`src/smcr_pkg.sv`:
```
// ----------------------------------------------------------------------------
// smcr_pkg
// Shared types, codes and constants of the stepper move/current regulator.
// ----------------------------------------------------------------------------
package smcr_pkg;

	// Command codes carried in the input tuser
	typedef enum logic {
		CMD_START = 1'b0,
		CMD_STEP  = 1'b1
	} smcr_cmd_t;

	// Configuration register indexes
	typedef enum logic [2:0] {
		REG_WORK_CURRENT  = 3'd0,
		REG_BRAKE_CURRENT = 3'd1,
		REG_LOW_THRESH    = 3'd2,
		REG_HIGH_THRESH   = 3'd3,
		REG_START_DELAY   = 3'd4,
		REG_MIN_DELAY     = 3'd5
	} smcr_reg_t;

	// Move and averaging constants
	localparam logic [9:0] FULL_TURN_STEPS = 10'd763;
	localparam int unsigned AVG_SAMPLES    = 4;
	localparam logic [2:0] AVG_CNT         = 3'(AVG_SAMPLES);
	// floor(sum / AVG_SAMPLES) == (sum * AVG_RECIP) >> AVG_SHIFT, exact for 12-bit sums
	localparam int unsigned AVG_SHIFT      = 17;
	localparam logic [17:0] AVG_RECIP      =
		18'(((1 << AVG_SHIFT) + AVG_SAMPLES - 1) / AVG_SAMPLES);

	// Ramp window: delay grows while fewer than this many steps remain
	localparam logic [9:0] RAMP_STEPS = 10'd5;
	localparam logic [9:0] PWM_MAX    = 10'd1023;
	localparam logic [7:0] DELAY_MAX  = 8'd255;
	// Averaging starts once more than this many steps of the move are done
	localparam logic [9:0] SETTLE_STEPS = 10'd3;

	// Reset values of the configuration registers
	localparam logic [9:0] WORK_CURRENT_RST  = 10'd60;
	localparam logic [9:0] BRAKE_CURRENT_RST = 10'd50;
	localparam logic [9:0] LOW_THRESH_RST    = 10'd25;
	localparam logic [9:0] HIGH_THRESH_RST   = 10'd30;
	localparam logic [7:0] START_DELAY_RST   = 8'd10;
	localparam logic [7:0] MIN_DELAY_RST     = 8'd5;

	// Full-step coil pattern: bit0 A1, bit1 A2, bit2 B1, bit3 B2
	function automatic logic [3:0] coil_pattern(input logic [1:0] phase);
		logic [3:0] pat;
		unique case (phase)
			2'd0: pat = 4'b1010;
			2'd1: pat = 4'b1001;
			2'd2: pat = 4'b0101;
			2'd3: pat = 4'b0110;
			default: pat = 4'b1010;
		endcase
		return pat;
	endfunction

endpackage

```
`src/stepper_move_current_regulator.sv`:
```
// ----------------------------------------------------------------------------
// stepper_move_current_regulator
// Full-step two-phase stepper sequencer with phase current regulation and
// a step-delay ramp.
// ----------------------------------------------------------------------------
// Usage:
//  - Input stream (s_*): one request per start or step tick. s_tuser is the
//    command (0 start a move, 1 step tick); s_tdata carries the move and
//    sample fields. Every request yields exactly one result.
//  - Output stream (m_*): coil drive, both phase PWM values, next step delay
//    and a step-taken flag in m_tdata; m_tlast marks the result that ends
//    a move (drive then falls to the brake current).
//  - Configuration: cfg_wr_en/cfg_addr/cfg_wdata write one register per
//    cycle, no read-back; write only while the stream is idle.
//  - Path: a request accepted on s_* is held in the input register, then
//    in the result register, from which m_* is driven.
//  - Throughput: one request per cycle unless stalled; a request's work
//    is one pass through the step/regulation logic between the two registers.
//  - Stall: with m_tready low, the result holds and one more request can be
//    taken into the input register; s_tready then drops until m_tready rises.
//  - Reset (arst_n low): move state, averager and PWM values clear, the
//    configuration registers return to their defaults, both streams empty.
// ----------------------------------------------------------------------------
module stepper_move_current_regulator
	import smcr_pkg::*;
(
	input  logic        clk,
	input  logic        arst_n,
	// configuration write port
	input  logic        cfg_wr_en,
	input  logic [2:0]  cfg_addr,
	input  logic [9:0]  cfg_wdata,
	// input stream
	input  logic        s_tvalid,
	output logic        s_tready,
	// [0] direction, [10:1] step_count, [11] home_search, [21:12] adc_sample,
	// [22] home_sensor, [23] zero
	input  logic [23:0] s_tdata,
	// [0] command
	input  logic        s_tuser,
	// output stream
	output logic        m_tvalid,
	input  logic        m_tready,
	// [3:0] coil_drive, [13:4] pwm_phase_a, [23:14] pwm_phase_b,
	// [31:24] step_delay, [32] step_taken, [39:33] zero
	output logic [39:0] m_tdata,
	// move_done
	output logic        m_tlast
);

	// Configuration registers
	logic [9:0] work_cur_q, brake_cur_q, low_thr_q, high_thr_q;
	logic [7:0] start_dly_q, min_dly_q;

	always_ff @(posedge clk or negedge arst_n) begin
		if (!arst_n) begin
			work_cur_q  <= WORK_CURRENT_RST;
			brake_cur_q <= BRAKE_CURRENT_RST;
			low_thr_q   <= LOW_THRESH_RST;
			high_thr_q  <= HIGH_THRESH_RST;
			start_dly_q <= START_DELAY_RST;
			min_dly_q   <= MIN_DELAY_RST;
		end else if (cfg_wr_en) begin
			unique case (cfg_addr)
				REG_WORK_CURRENT:  work_cur_q  <= cfg_wdata;
				REG_BRAKE_CURRENT: brake_cur_q <= cfg_wdata;
				REG_LOW_THRESH:    low_thr_q   <= cfg_wdata;
				REG_HIGH_THRESH:   high_thr_q  <= cfg_wdata;
				REG_START_DELAY:   start_dly_q <= cfg_wdata[7:0];
				REG_MIN_DELAY:     min_dly_q   <= cfg_wdata[7:0];
				default: ;
			endcase
		end
	end

	// Input register stage
	logic        valid_s1;
	smcr_cmd_t   cmd_s1;
	logic        dir_s1, home_s1, sensor_s1;
	logic [9:0]  count_s1, sample_s1;
	logic        adv;

	assign adv      = valid_s1 && (!m_tvalid || m_tready);
	assign s_tready = !valid_s1 || adv;

	always_ff @(posedge clk or negedge arst_n) begin
		if (!arst_n) begin
			valid_s1 <= 1'b0;
		end else if (s_tready) begin
			valid_s1 <= s_tvalid;
		end
	end

	always_ff @(posedge clk) begin
		if (s_tvalid && s_tready) begin
			cmd_s1    <= smcr_cmd_t'(s_tuser);
			dir_s1    <= s_tdata[0];
			count_s1  <= s_tdata[10:1];
			home_s1   <= s_tdata[11];
			sample_s1 <= s_tdata[21:12];
			sensor_s1 <= s_tdata[22];
		end
	end

	// Move state
	logic        moving_q, move_dir_q, homing_q, reg_b_q;
	logic [9:0]  step_target_q, step_idx_q, pwm_a_q, pwm_b_q;
	logic [1:0]  phase_q;
	logic [7:0]  delay_q;
	logic [11:0] adc_sum_q;
	logic [2:0]  adc_cnt_q;

	// Next-state and result values
	logic        moving_n, move_dir_n, homing_n, reg_b_n;
	logic [9:0]  step_target_n, step_idx_n, pwm_a_n, pwm_b_n;
	logic [1:0]  phase_n;
	logic [7:0]  delay_n;
	logic [11:0] adc_sum_n;
	logic [2:0]  adc_cnt_n;
	logic [9:0]  pa, pb;
	logic        taken, done;

	// Averager and PWM adjust helpers
	logic [11:0] sum_acc;
	logic [2:0]  cnt_acc;
	logic [29:0] avg_prod;
	logic [9:0]  avg;
	logic [9:0]  adj_in, adj_dec, adj_out;
	logic [9:0]  start_target, remain;

	assign sum_acc  = adc_sum_q + {2'b00, sample_s1};
	assign cnt_acc  = adc_cnt_q + 3'd1;
	assign avg_prod = 30'(sum_acc) * 30'(AVG_RECIP);
	assign avg      = avg_prod[AVG_SHIFT +: 10];

	// decrement first, then increment, each clamped
	assign adj_in  = reg_b_q ? pwm_b_q : pwm_a_q;
	assign adj_dec = ({2'b00, avg} > {2'b00, high_thr_q} && adj_in != 10'd0)
		? adj_in - 10'd1 : adj_in;
	assign adj_out = (avg < low_thr_q && adj_dec != PWM_MAX) ? adj_dec + 10'd1 : adj_dec;

	assign start_target = home_s1 ? FULL_TURN_STEPS : count_s1;
	assign remain       = step_target_q - step_idx_q;

	// One pass of the step / start logic
	always_comb begin
		moving_n      = moving_q;
		move_dir_n    = move_dir_q;
		homing_n      = homing_q;
		reg_b_n       = reg_b_q;
		step_target_n = step_target_q;
		step_idx_n    = step_idx_q;
		pwm_a_n       = pwm_a_q;
		pwm_b_n       = pwm_b_q;
		phase_n       = phase_q;
		delay_n       = delay_q;
		adc_sum_n     = adc_sum_q;
		adc_cnt_n     = adc_cnt_q;
		pa            = brake_cur_q;
		pb            = brake_cur_q;
		taken         = 1'b0;
		done          = 1'b0;

		priority if (cmd_s1 == CMD_START) begin
			move_dir_n    = dir_s1;
			homing_n      = home_s1;
			step_target_n = start_target;
			step_idx_n    = 10'd0;
			delay_n       = start_dly_q;
			pwm_a_n       = work_cur_q;
			pwm_b_n       = work_cur_q;
			adc_sum_n     = 12'd0;
			adc_cnt_n     = 3'd0;
			if (start_target == 10'd0) begin
				moving_n = 1'b0;
				done     = 1'b1;
			end else begin
				moving_n = 1'b1;
				pa       = work_cur_q;
				pb       = work_cur_q;
			end
		end else if (moving_q) begin
			if (homing_q && sensor_s1) begin
				// home found: stop without stepping
				moving_n = 1'b0;
				done     = 1'b1;
			end else begin
				// current averaging after the first few steps
				if (step_idx_q > SETTLE_STEPS) begin
					adc_sum_n = sum_acc;
					adc_cnt_n = cnt_acc;
					if (cnt_acc == AVG_CNT) begin
						if (reg_b_q) begin
							pwm_b_n = adj_out;
						end else begin
							pwm_a_n = adj_out;
						end
						adc_sum_n = 12'd0;
						adc_cnt_n = 3'd0;
						reg_b_n   = !reg_b_q;
					end
				end
				pa = pwm_a_n;
				pb = pwm_b_n;
				phase_n = move_dir_q ? phase_q + 2'd1 : phase_q - 2'd1;
				// delay ramp: slow down near the end, speed up otherwise
				if (remain < RAMP_STEPS) begin
					if (delay_q != DELAY_MAX) begin
						delay_n = delay_q + 8'd1;
					end
				end else if (delay_q > min_dly_q) begin
					delay_n = delay_q - 8'd1;
				end
				step_idx_n = step_idx_q + 10'd1;
				taken      = 1'b1;
				if (step_idx_n >= step_target_q) begin
					moving_n = 1'b0;
					done     = 1'b1;
				end
			end
		end else begin
			// idle step tick: report brake current only
			done = 1'b0;
		end
	end

	// State update when a request moves into the result register
	always_ff @(posedge clk or negedge arst_n) begin
		if (!arst_n) begin
			moving_q      <= 1'b0;
			move_dir_q    <= 1'b0;
			homing_q      <= 1'b0;
			reg_b_q       <= 1'b0;
			step_target_q <= 10'd0;
			step_idx_q    <= 10'd0;
			pwm_a_q       <= 10'd0;
			pwm_b_q       <= 10'd0;
			phase_q       <= 2'd0;
			delay_q       <= 8'd0;
			adc_sum_q     <= 12'd0;
			adc_cnt_q     <= 3'd0;
		end else if (adv) begin
			moving_q      <= moving_n;
			move_dir_q    <= move_dir_n;
			homing_q      <= homing_n;
			reg_b_q       <= reg_b_n;
			step_target_q <= step_target_n;
			step_idx_q    <= step_idx_n;
			pwm_a_q       <= pwm_a_n;
			pwm_b_q       <= pwm_b_n;
			phase_q       <= phase_n;
			delay_q       <= delay_n;
			adc_sum_q     <= adc_sum_n;
			adc_cnt_q     <= adc_cnt_n;
		end
	end

	// Result register
	logic        out_valid_q;
	logic [39:0] out_data_q;
	logic        out_last_q;

	always_ff @(posedge clk or negedge arst_n) begin
		if (!arst_n) begin
			out_valid_q <= 1'b0;
		end else if (adv) begin
			out_valid_q <= 1'b1;
		end else if (m_tready) begin
			out_valid_q <= 1'b0;
		end
	end

	always_ff @(posedge clk) begin
		if (adv) begin
			out_data_q <= {7'd0, taken, delay_n, pb, pa, coil_pattern(phase_n)};
			out_last_q <= done;
		end
	end

	assign m_tvalid = out_valid_q;
	assign m_tdata  = out_data_q;
	assign m_tlast  = out_last_q;

`ifndef NO_ASSERTIONS
	// A running move never has reached its target
	a_idx_below_target: assert property (@(posedge clk) disable iff (!arst_n)
		moving_q |-> step_idx_q < step_target_q)
		else $error("step index reached target while moving");

	// The averager empties before it holds a full group
	a_avg_count: assert property (@(posedge clk) disable iff (!arst_n)
		adc_cnt_q < AVG_CNT)
		else $error("averager count overflow");

	// An advanced request always shows up as a result
	a_adv_result: assert property (@(posedge clk) disable iff (!arst_n)
		adv |=> m_tvalid)
		else $error("advanced request produced no result");

	// A request stuck in the input register keeps its command
	a_s1_hold: assert property (@(posedge clk) disable iff (!arst_n)
		(valid_s1 && !adv) |=> (valid_s1 && $stable(cmd_s1)))
		else $error("held request changed");
`endif

endmodule
```
`config.mk`:
```
export PLATFORM = sky130hd
export DESIGN_NAME = stepper_move_current_regulator
export DESIGN_NICKNAME = d
export VERILOG_FILES = /design/src/smcr_pkg.sv /design/src/stepper_move_current_regulator.sv
export SDC_FILE = /design/constraint.sdc
export NUM_CORES = 1
export LEC_CHECK = 0
export BUFFER_PORTS_ARGS = -buffer_cell sky130_fd_sc_hd__buf_2
export CAP_MARGIN = 20
export CORE_MARGIN = 5
export CORE_UTILIZATION = 57
export CTS_BUF_LIST = sky130_fd_sc_hd__clkbuf_2
export CTS_CLUSTER_DIAMETER = 150
export CTS_CLUSTER_SIZE = 25
export DETAILED_ROUTE_END_ITERATION = 8
export GPL_TIMING_DRIVEN = 0
export PLACE_DENSITY_LB_ADDON = 0.08
export SKIP_LAST_GASP = 1
export SLEW_MARGIN = 15
export SYNTH_ARGS = -nofsm -noshare
export SYNTH_HDL_FRONTEND = slang
export SYNTH_SLANG_ARGS = --single-unit
```
`constraint.sdc`:
```
create_clock -name clk -period 15.7 [get_ports clk]
set_input_delay 0.785 -clock clk [delete_from_list [all_inputs] [get_ports clk]]
set_output_delay 0.785 -clock clk [all_outputs]
set_load 0.1 [all_outputs]
```
==> results by group, run 1 <==
Outcome
  – Status: complete, no violations

Drt
  – Vias post-DR: 8734
  – Antenna viol nets, final: 0
  – Total Routed Length: 27300 um
  – Vias/cell: 6.10
  – DRT Pass-1 Iters: 5
  – DR DRC count: 0
  – Starting DRT DRC Count: 599
  – Wire per inst: 19.0 um

Worst setup path
  – Critical Path RT: 16.42 ns
  – Max stage delay on crit path: 0.68 ns
  – CP Launch Type: flop
  – Critical Path AT: 6.84 ns
  – CP Class: reg -> reg
  – Setup crit end kind: flop
  – Worst-path cell chain: ha_1 -> fa_1 -> a21o_1 -> a21oi_1 -> o21bai_1 -> a21oi_1 -> o21bai_1 -> a21oi_1 -> o21bai_1 -> a21o_1 -> xor2_1 -> ha_1 -> nand4_1 -> nor3_1 -> a21o_1 -> nand2b_1 -> and3_1 -> o211a_1 -> o21ai_0 -> o31ai_1 -> o21ai_0 -> a221o_1
  – Crit-path slowest cell: o31ai_1
  – Worst Path Max Fanout: 7

Timing
  – Setup-failing EPs final: 0
  – Max-slew violation count: 0
  – F_max: 163 MHz
  – RSZ-0062 raised after global routing: no
  – TNS Setup: 0 ns
  – Max-slew headroom: 35.4%
  – Hold Vio Cnt, Final: 0
  – Final min period: 6.12 ns
  – Min Hold Slack: 0.150 ns
  – Final worst-path cycle share: 39.0%
  – Clk_skew: 0.0328 ns
  – Least-Margin Pin Slew: 0.969 ns

Yosys
  – Largest area contributor in the netlist: dfrtp_1
  – Synth top area cells: dfrtp_1 25%, edfxtp_1 16%, ha_1 7.6%, mux2_2 5.2%, dfstp_2 4.4%
  – Cell Area, Synth: 10900 sq um
  – Post-synth cell types: 80
  – Syn Area/Cell: 10.1 sq um
  – Sequential share of the synthesized area: 45.5%
  – Commonest cells in the netlist: 109 x dfrtp_1, 91 x o21ai_0, 86 x nand2_1
  – Ys Warns: 0
  – Syn Inst Count: 1077
  – Async set-reset flop share out of synthesis: 68.6%
  – Most common cell in the netlist: dfrtp_1
  – Number of synthesized flops with an enable pin: 58
  – Area fraction of the dominant cell type after synthesis: 25.1%
  – Number of synthesized register bits: 185
  – Post-synth top flop: dfrtp_1

Placement
  – RD Place Congestion: 0.945
  – # port buffers: 75
  – DP HPWL: 20700 um
  – Placed instance count: 1394

Power
  – Power per Cell Area: 147 nW/um^2
  – Leakage Power: 5.02 nW
  – Peak VDD IR: 0.0539 mV

Floorplanning
  – Die width: 148 um
  – Die height: 148 um
  – Core Rows: 50
  – Area of the die: 21900 sq um
  – Initial Util: 57.9%
  – Num ports: 86
  – CORE AREA: 18800 sq um

Job
  – Total of max-cap violations: 0

Layout
  – P&R area growth vs syn: 9.06%
  – Filler Cell Count: 1574
  – Share of layout cells above drive strength 1: 16.8%
  – Layout Nets: 1291
  – Cell Count, Final, Fillers Out: 1432

Global route
  – Vias in the first global route: 8264
  – Initial antenna violation count: 1
  – Overall routing resource usage: 25.2%
  – Pin count of the biggest net entering global routing: 68
  – First-pass GRT wire length: 43700 um
  – Aggregate global routing overflow: 0

Clock network
  – Clock Latency Late Sink: 0.80 ns
  – Post-CTS Hold Fix Bufs: 1
  – Number of setup buffers added after CTS: 0
  – TritonCTS clock tree: built
  – Clock sinks: 185
  – Clock transition at path regs: 0.27 ns
  – CTS Buf Count: 17
  – Max clock buf depth: 2
  – Clk root buf: clkbuf_2
  – Post-CTS sizing: 0
  – H-tree Lvls: 4

Worst hold path
  – Hold Crit Class: in -> reg
## worst max-delay path: cells and delay by family, from the launching register on
| kind | cells | cell delay, ns |
|---|---|---|
| AOI/OAI and AO/OA | 14 | 3.27 |
| and+or+nand+nor | 4 | 1.25 |
| adders and majority gates | 3 | 0.95 |
| DFF | 1 | 0.43 |
| xor gates and xnor gates | 1 | 0.17 |
## cell type report
| class | instances | area (sq um) | share of cell area, % |
|---|---|---|---|
| multi-input combinational | 779 | 5470 | 46.2 |
| sequential | 185 | 4940 | 41.7 |
| timing repair buffer | 78 | 447 | 3.77 |
| tap | 234 | 293 | 2.47 |
| inverter | 72 | 270 | 2.28 |
| buffer | 47 | 213 | 1.79 |
| clock inverter | 15 | 119 | 1.00 |
| clock buffer | 17 | 85.1 | 0.718 |
| antenna | 5 | 12.5 | 0.106 |
## power by group
group          internal (mW)  switching [mW]
clock network         0.0467           0.181
registers              0.614          0.0861
logic                  0.282           0.531
## through the flow
step / utilization (%) / setup slack [ns] / power (mW) / instance area (sq um)
4_1_cts: 63.1 / 9.70 / 1.74 / 11800
6_report: 63.2 / 9.58 / 1.74 / 11900
3_5_place_dp: 62.0 / 9.76 / 1.51 / 11600
2_1_floorplan: - / 10.76 / 1.32 / 10900
5_1_grt: 63.2 / 9.22 / 1.86 / 11900
3_3_place_gp: 61.6 / 9.75 / 1.49 / 11600
## flip-flops by register name (all words and copies together) (netlist names), 8 cells and up
name / count
count_s1: 10
high_thr_q: 10
step_idx_q: 10
m_tdata: 33
work_cur_q: 10
adc_sum_q: 12
pwm_b_q: 10
step_target_q: 10
delay_q: 8
start_dly_q: 8
low_thr_q: 10
sample_s1: 10
min_dly_q: 8
brake_cur_q: 10
pwm_a_q: 10
## worst paths after layout
| path | startpoint | end | slack, ns | depth (start not counted) |
|---|---|---|---|---|
| max | sample_s1[0] | pwm_a_q[8] | 9.58 | 22 |
| min | s_tdata[17] | sample_s1[5] | 0.15 | 1 |
| max reg2reg | sample_s1[0] | pwm_a_q[8] | 9.58 | 22 |
| min reg2reg | phase_q[1] | phase_q[1] | 0.51 | 1 |
| max in group asynchronous | arst_n | low_thr_q[3] | 14.40 | 3 |
| min in group asynchronous | arst_n | step_target_q[5] | 0.52 | 2 |
## cell usage in the layout, fill, tap and decap left out, types with 21 or more instances in the layout
cell / Yosys / layout
mux2_2: 50 / 50
o21ai_0: 91 / 91
inv_1: 71 / 71
a21oi_1: 61 / 61
nand2_1: 86 / 86
edfxtp_1: 58 / 58
buf_2: 1 / 75
nor2_1: 64 / 64
xnor2_1: 37 / 37
o22ai_1: 23 / 23
dfrtp_1: 109 / 109
ha_1: 66 / 66
clkbuf_1: 37 / 36
nor3_1: 22 / 21
## cells by family after synthesis
| logic type | share of synthesized area, % |
|---|---|
| compound gates | 18.6 |
| simple gates | 13.1 |
| flops | 45.5 |
| buf+inv | 4.43 |
| fa+ha+maj | 7.97 |
| mux | 6.87 |
| xor+xnor | 3.55 |
| other cells | 0.0345 |
## routing by layer
| metal | GRT usage [%] | routed length, um | share of wire, % |
|---|---|---|---|
| met1 | 36.5 | 12500 | 46 |
| met2 | 38.1 | 11900 | 44 |
| met3 | 5.39 | 2110 | 7.7 |
| met4 | 8.22 | 748 | 2.7 |
| met5 | 0 | 0 | 0 |
No activity file was read; power rests on OpenSTA's default activity.
==> run 2: changes to the inputs <==
- clock period: 15.7 -> 6.3 ns (I/O delays scaled with it)
==> results by group, run 2 (same netlist as run 1, synthesis figures left out) <==
Worst setup path
  – Most used cell, CP: a21oi_1
  – Top Family by Delay on Critical Path: compound AO/OA/AOI/OAI gates
  – Critical Path RT: 6.91 ns (-9.51 ns)
  – Max stage delay on crit path: 0.49 ns (-0.19 ns)
  – CP Launch Type: flop
  – Crit-path slowest cell: edfxtp_1
  – Worst Path Max Fanout: 7 (unchanged)
  – Setup crit end kind: flop
  – CP bufs+invs: 0 (unchanged)
  – CP Class: reg -> reg
  – Critical Path AT: 6.52 ns (-0.32 ns)
  – Worst-path cell chain: ha_1 -> a21o_1 -> a21oi_1 -> o21bai_1 -> a21oi_1 -> o21bai_1 -> a21oi_1 -> nor2b_1 -> o31a_1 -> o21a_1 -> xnor2_1 -> ha_1 -> nand4_1 -> a211oi_1 -> a2111o_1 -> nand2b_1 -> a31oi_1 -> or2_2 -> nand3b_1 -> xnor2_1 -> mux2i_1 -> o21ai_0

Floorplanning
  – Initial Util: 57.9% (unchanged)
  – Core Rows: 50 (unchanged)
  – Die height: 148 um (unchanged)
  – Die width: 148 um (unchanged)
  – Num ports: 86 (unchanged)
  – Area of the die: 21900 sq um (unchanged)
  – CORE AREA: 18800 sq um (unchanged)

Power
  – Combinational fraction of design power: 46.9% (+0.2 points)
  – Total power after layout: 4.37 mW (+150%)
  – Leakage Power: 5.18 nW (+3.2%)
  – Sw frac: 45.9% (about the same)
  – Clock power share: 13.1% (about the same)
  – Cell internal pwr: 2.36 mW (+150%)
  – Peak VDD IR: 0.155 mV (+190%)
  – Sequential share of power: 40.0% (-0.2 points)
  – Power per Cell Area: 356 nW/um^2 (+140%)
  – Net switching power: 2.00 mW (+150%)

Placement
  – RD Place Congestion: 0.945 (unchanged)
  – # port buffers: 75 (unchanged)
  – Area after DPL: 11600 sq um (unchanged)
  – Placed instance count: 1394 (unchanged)
  – Pre-CTS worst setup slack: 0.359 ns (-9.40 ns)
  – DP HPWL: 20700 um (unchanged)

Timing
  – RSZ-0062 raised after global routing: yes
  – Max-slew headroom: 32.6% (-2.8 points)
  – TNS Setup: 0 ns (unchanged)
  – Final worst-path cycle share: 93.7% (+55 points)
  – Max-slew violation count: 0 (unchanged)
  – F_max: 169 MHz (+3.7%)
  – Min Hold Slack: 0.0383 ns (-0.112 ns)
  – Final WS setup: 0.394 ns (-9.18 ns)
  – Setup-failing EPs final: 0 (unchanged)
  – Hold Vio Cnt, Final: 0 (unchanged)
  – Least-Margin Pin Slew: 1.01 ns (+0.0416 ns)
  – Final min period: 5.91 ns (-0.217 ns)
  – Clk_skew: 0.0300 ns (-0.00274 ns)

Drt
  – Metal2 WL: 12200 um (+2.8%)
  – DR DRC count: 0 (unchanged)
  – Wl on met1: 12800 um (+2.6%)
  – DR WL met3: 1960 um (-7.0%)
  – DRT Pass-1 Iters: 5 (unchanged)
  – Vias/cell: 6.08 (-0.25%)
  – Antenna viol nets, final: 0 (unchanged)
  – Starting DRT DRC Count: 626 (+4.5%)
  – Wire per inst: 18.9 um (-0.82%)
  – Highest routed layer: met4
  – Total Routed Length: 27800 um (+1.9%)
  – Vias post-DR: 8949 (+2.5%)

Outcome
  – Status: complete, no violations

Layout
  – Most frequent cells in the layout: 109 x dfrtp_1, 90 x o21ai_0, 86 x nand2_1
  – Final instance area: 12300 sq um (+3.4%)
  – Largest register FFs: 33 (unchanged)
  – Share of layout cells above drive strength 1: 16.5% (-0.37 points)
  – Layout Nets: 1330 (+3.0%)
  – P&R area growth vs syn: 12.7%
  – Fin util: 65.3% (+2.1 points)
  – Cell Count, Final, Fillers Out: 1471 (+2.7%)
  – Commonest non-fill, non-tap cell in the layout: dfrtp_1

Clock network
  – Clock transition at path regs: 0.28 ns (about the same)
  – Number of setup buffers added after CTS: 0 (unchanged)
  – Clk root buf: clkbuf_2
  – H-tree Lvls: 4 (unchanged)
  – Max clock buf depth: 2 (unchanged)
  – Clock Latency Late Sink: 0.80 ns (about the same)
  – TritonCTS clock tree: built
  – CTS Buf Count: 17 (unchanged)
  – Clock sinks: 185 (unchanged)

Global route
  – Aggregate global routing overflow: 0 (unchanged)
  – First-pass GRT wire length: 44500 um (+2.0%)
  – Pin count of the biggest net entering global routing: 68 (unchanged)
  – Initial antenna violation count: 1 (unchanged)
  – Overall routing resource usage: 25.7% (+0.46 points)
  – Vias in the first global route: 8480 (+2.6%)

Job
  – Total of max-cap violations: 0 (unchanged)

Worst hold path
  – Hold Crit Class: in -> async
## run 2: cell types whose count changed in the layout (fill, tap and decap cells not counted), sizes merged
cell / change
dlygate4sd3: +39
## run 2: layout make-up
class	instances	area, sq um
fill	1532	6510
tap	234	293
antenna	5	12.5
clock buffer	17	85.1
buffer	47	213
multi-input combinational	779	5480
inverter	72	270
clock inverter	15	119
timing repair buffer	117	837
sequential	185	4940
## run 2: path summary, 6_finish.rpt
| path | slack [ns] | depth (start not counted) | endpoint | start |
|---|---|---|---|---|
| max in group asynchronous | 5.47 | 3 | low_thr_q[3] | arst_n |
| min | 0.04 | 2 | step_idx_q[5] | arst_n |
| min reg2reg | 0.51 | 1 | phase_q[1] | phase_q[1] |
| min in group clk | 0.06 | 5 | low_thr_q[4] | cfg_addr[1] |
| max | 0.39 | 22 | m_tdata[20] | sample_s1[1] |
| max reg2reg | 0.39 | 22 | m_tdata[20] | sample_s1[1] |
## run 2: routing by layer
metal | up-vias | track usage (%)
li1 | 4230 | -
met1 | 4352 | 36.8
met4 | 0 | 8.50
met3 | 46 | 5.30
met2 | 321 | 39.4
met5 | - | 0
## run 2: worst reg2reg max path, stage by stage (launching register included)
cell and delay [ns]:
edfxtp_1 0.49, ha_1 0.31, a21o_1 0.16, a21oi_1 0.22
o21bai_1 0.11, a21oi_1 0.25, o21bai_1 0.09, a21oi_1 0.23
nor2b_1 0.10, o31a_1 0.29, o21a_1 0.21, xnor2_1 0.27
ha_1 0.31, nand4_1 0.15, a211oi_1 0.12, a2111o_1 0.47
nand2b_1 0.30, a31oi_1 0.24, or2_2 0.35, nand3b_1 0.20
xnor2_1 0.37, mux2i_1 0.17, o21ai_0 0.32
## run 2: repair_timing
item                       CTS  global route
gates resized for setup      0             3
hold endpoints to repair   197             0
hold buffers                40             0
setup endpoints to repair    0             7
## run 2: power by group through the flow
| stage | clock network, mW | registers [mW] | logic [mW] |
|---|---|---|---|
| floorplan | 0 | 2.03 | 1.25 |
| global placement | 0 | 1.76 | 1.95 |
| detailed placement | 0 | 1.76 | 2.00 |
| CTS | 0.581 | 1.74 | 2.03 |
| global route | 0.633 | 1.77 | 2.25 |
| finish | 0.572 | 1.75 | 2.05 |
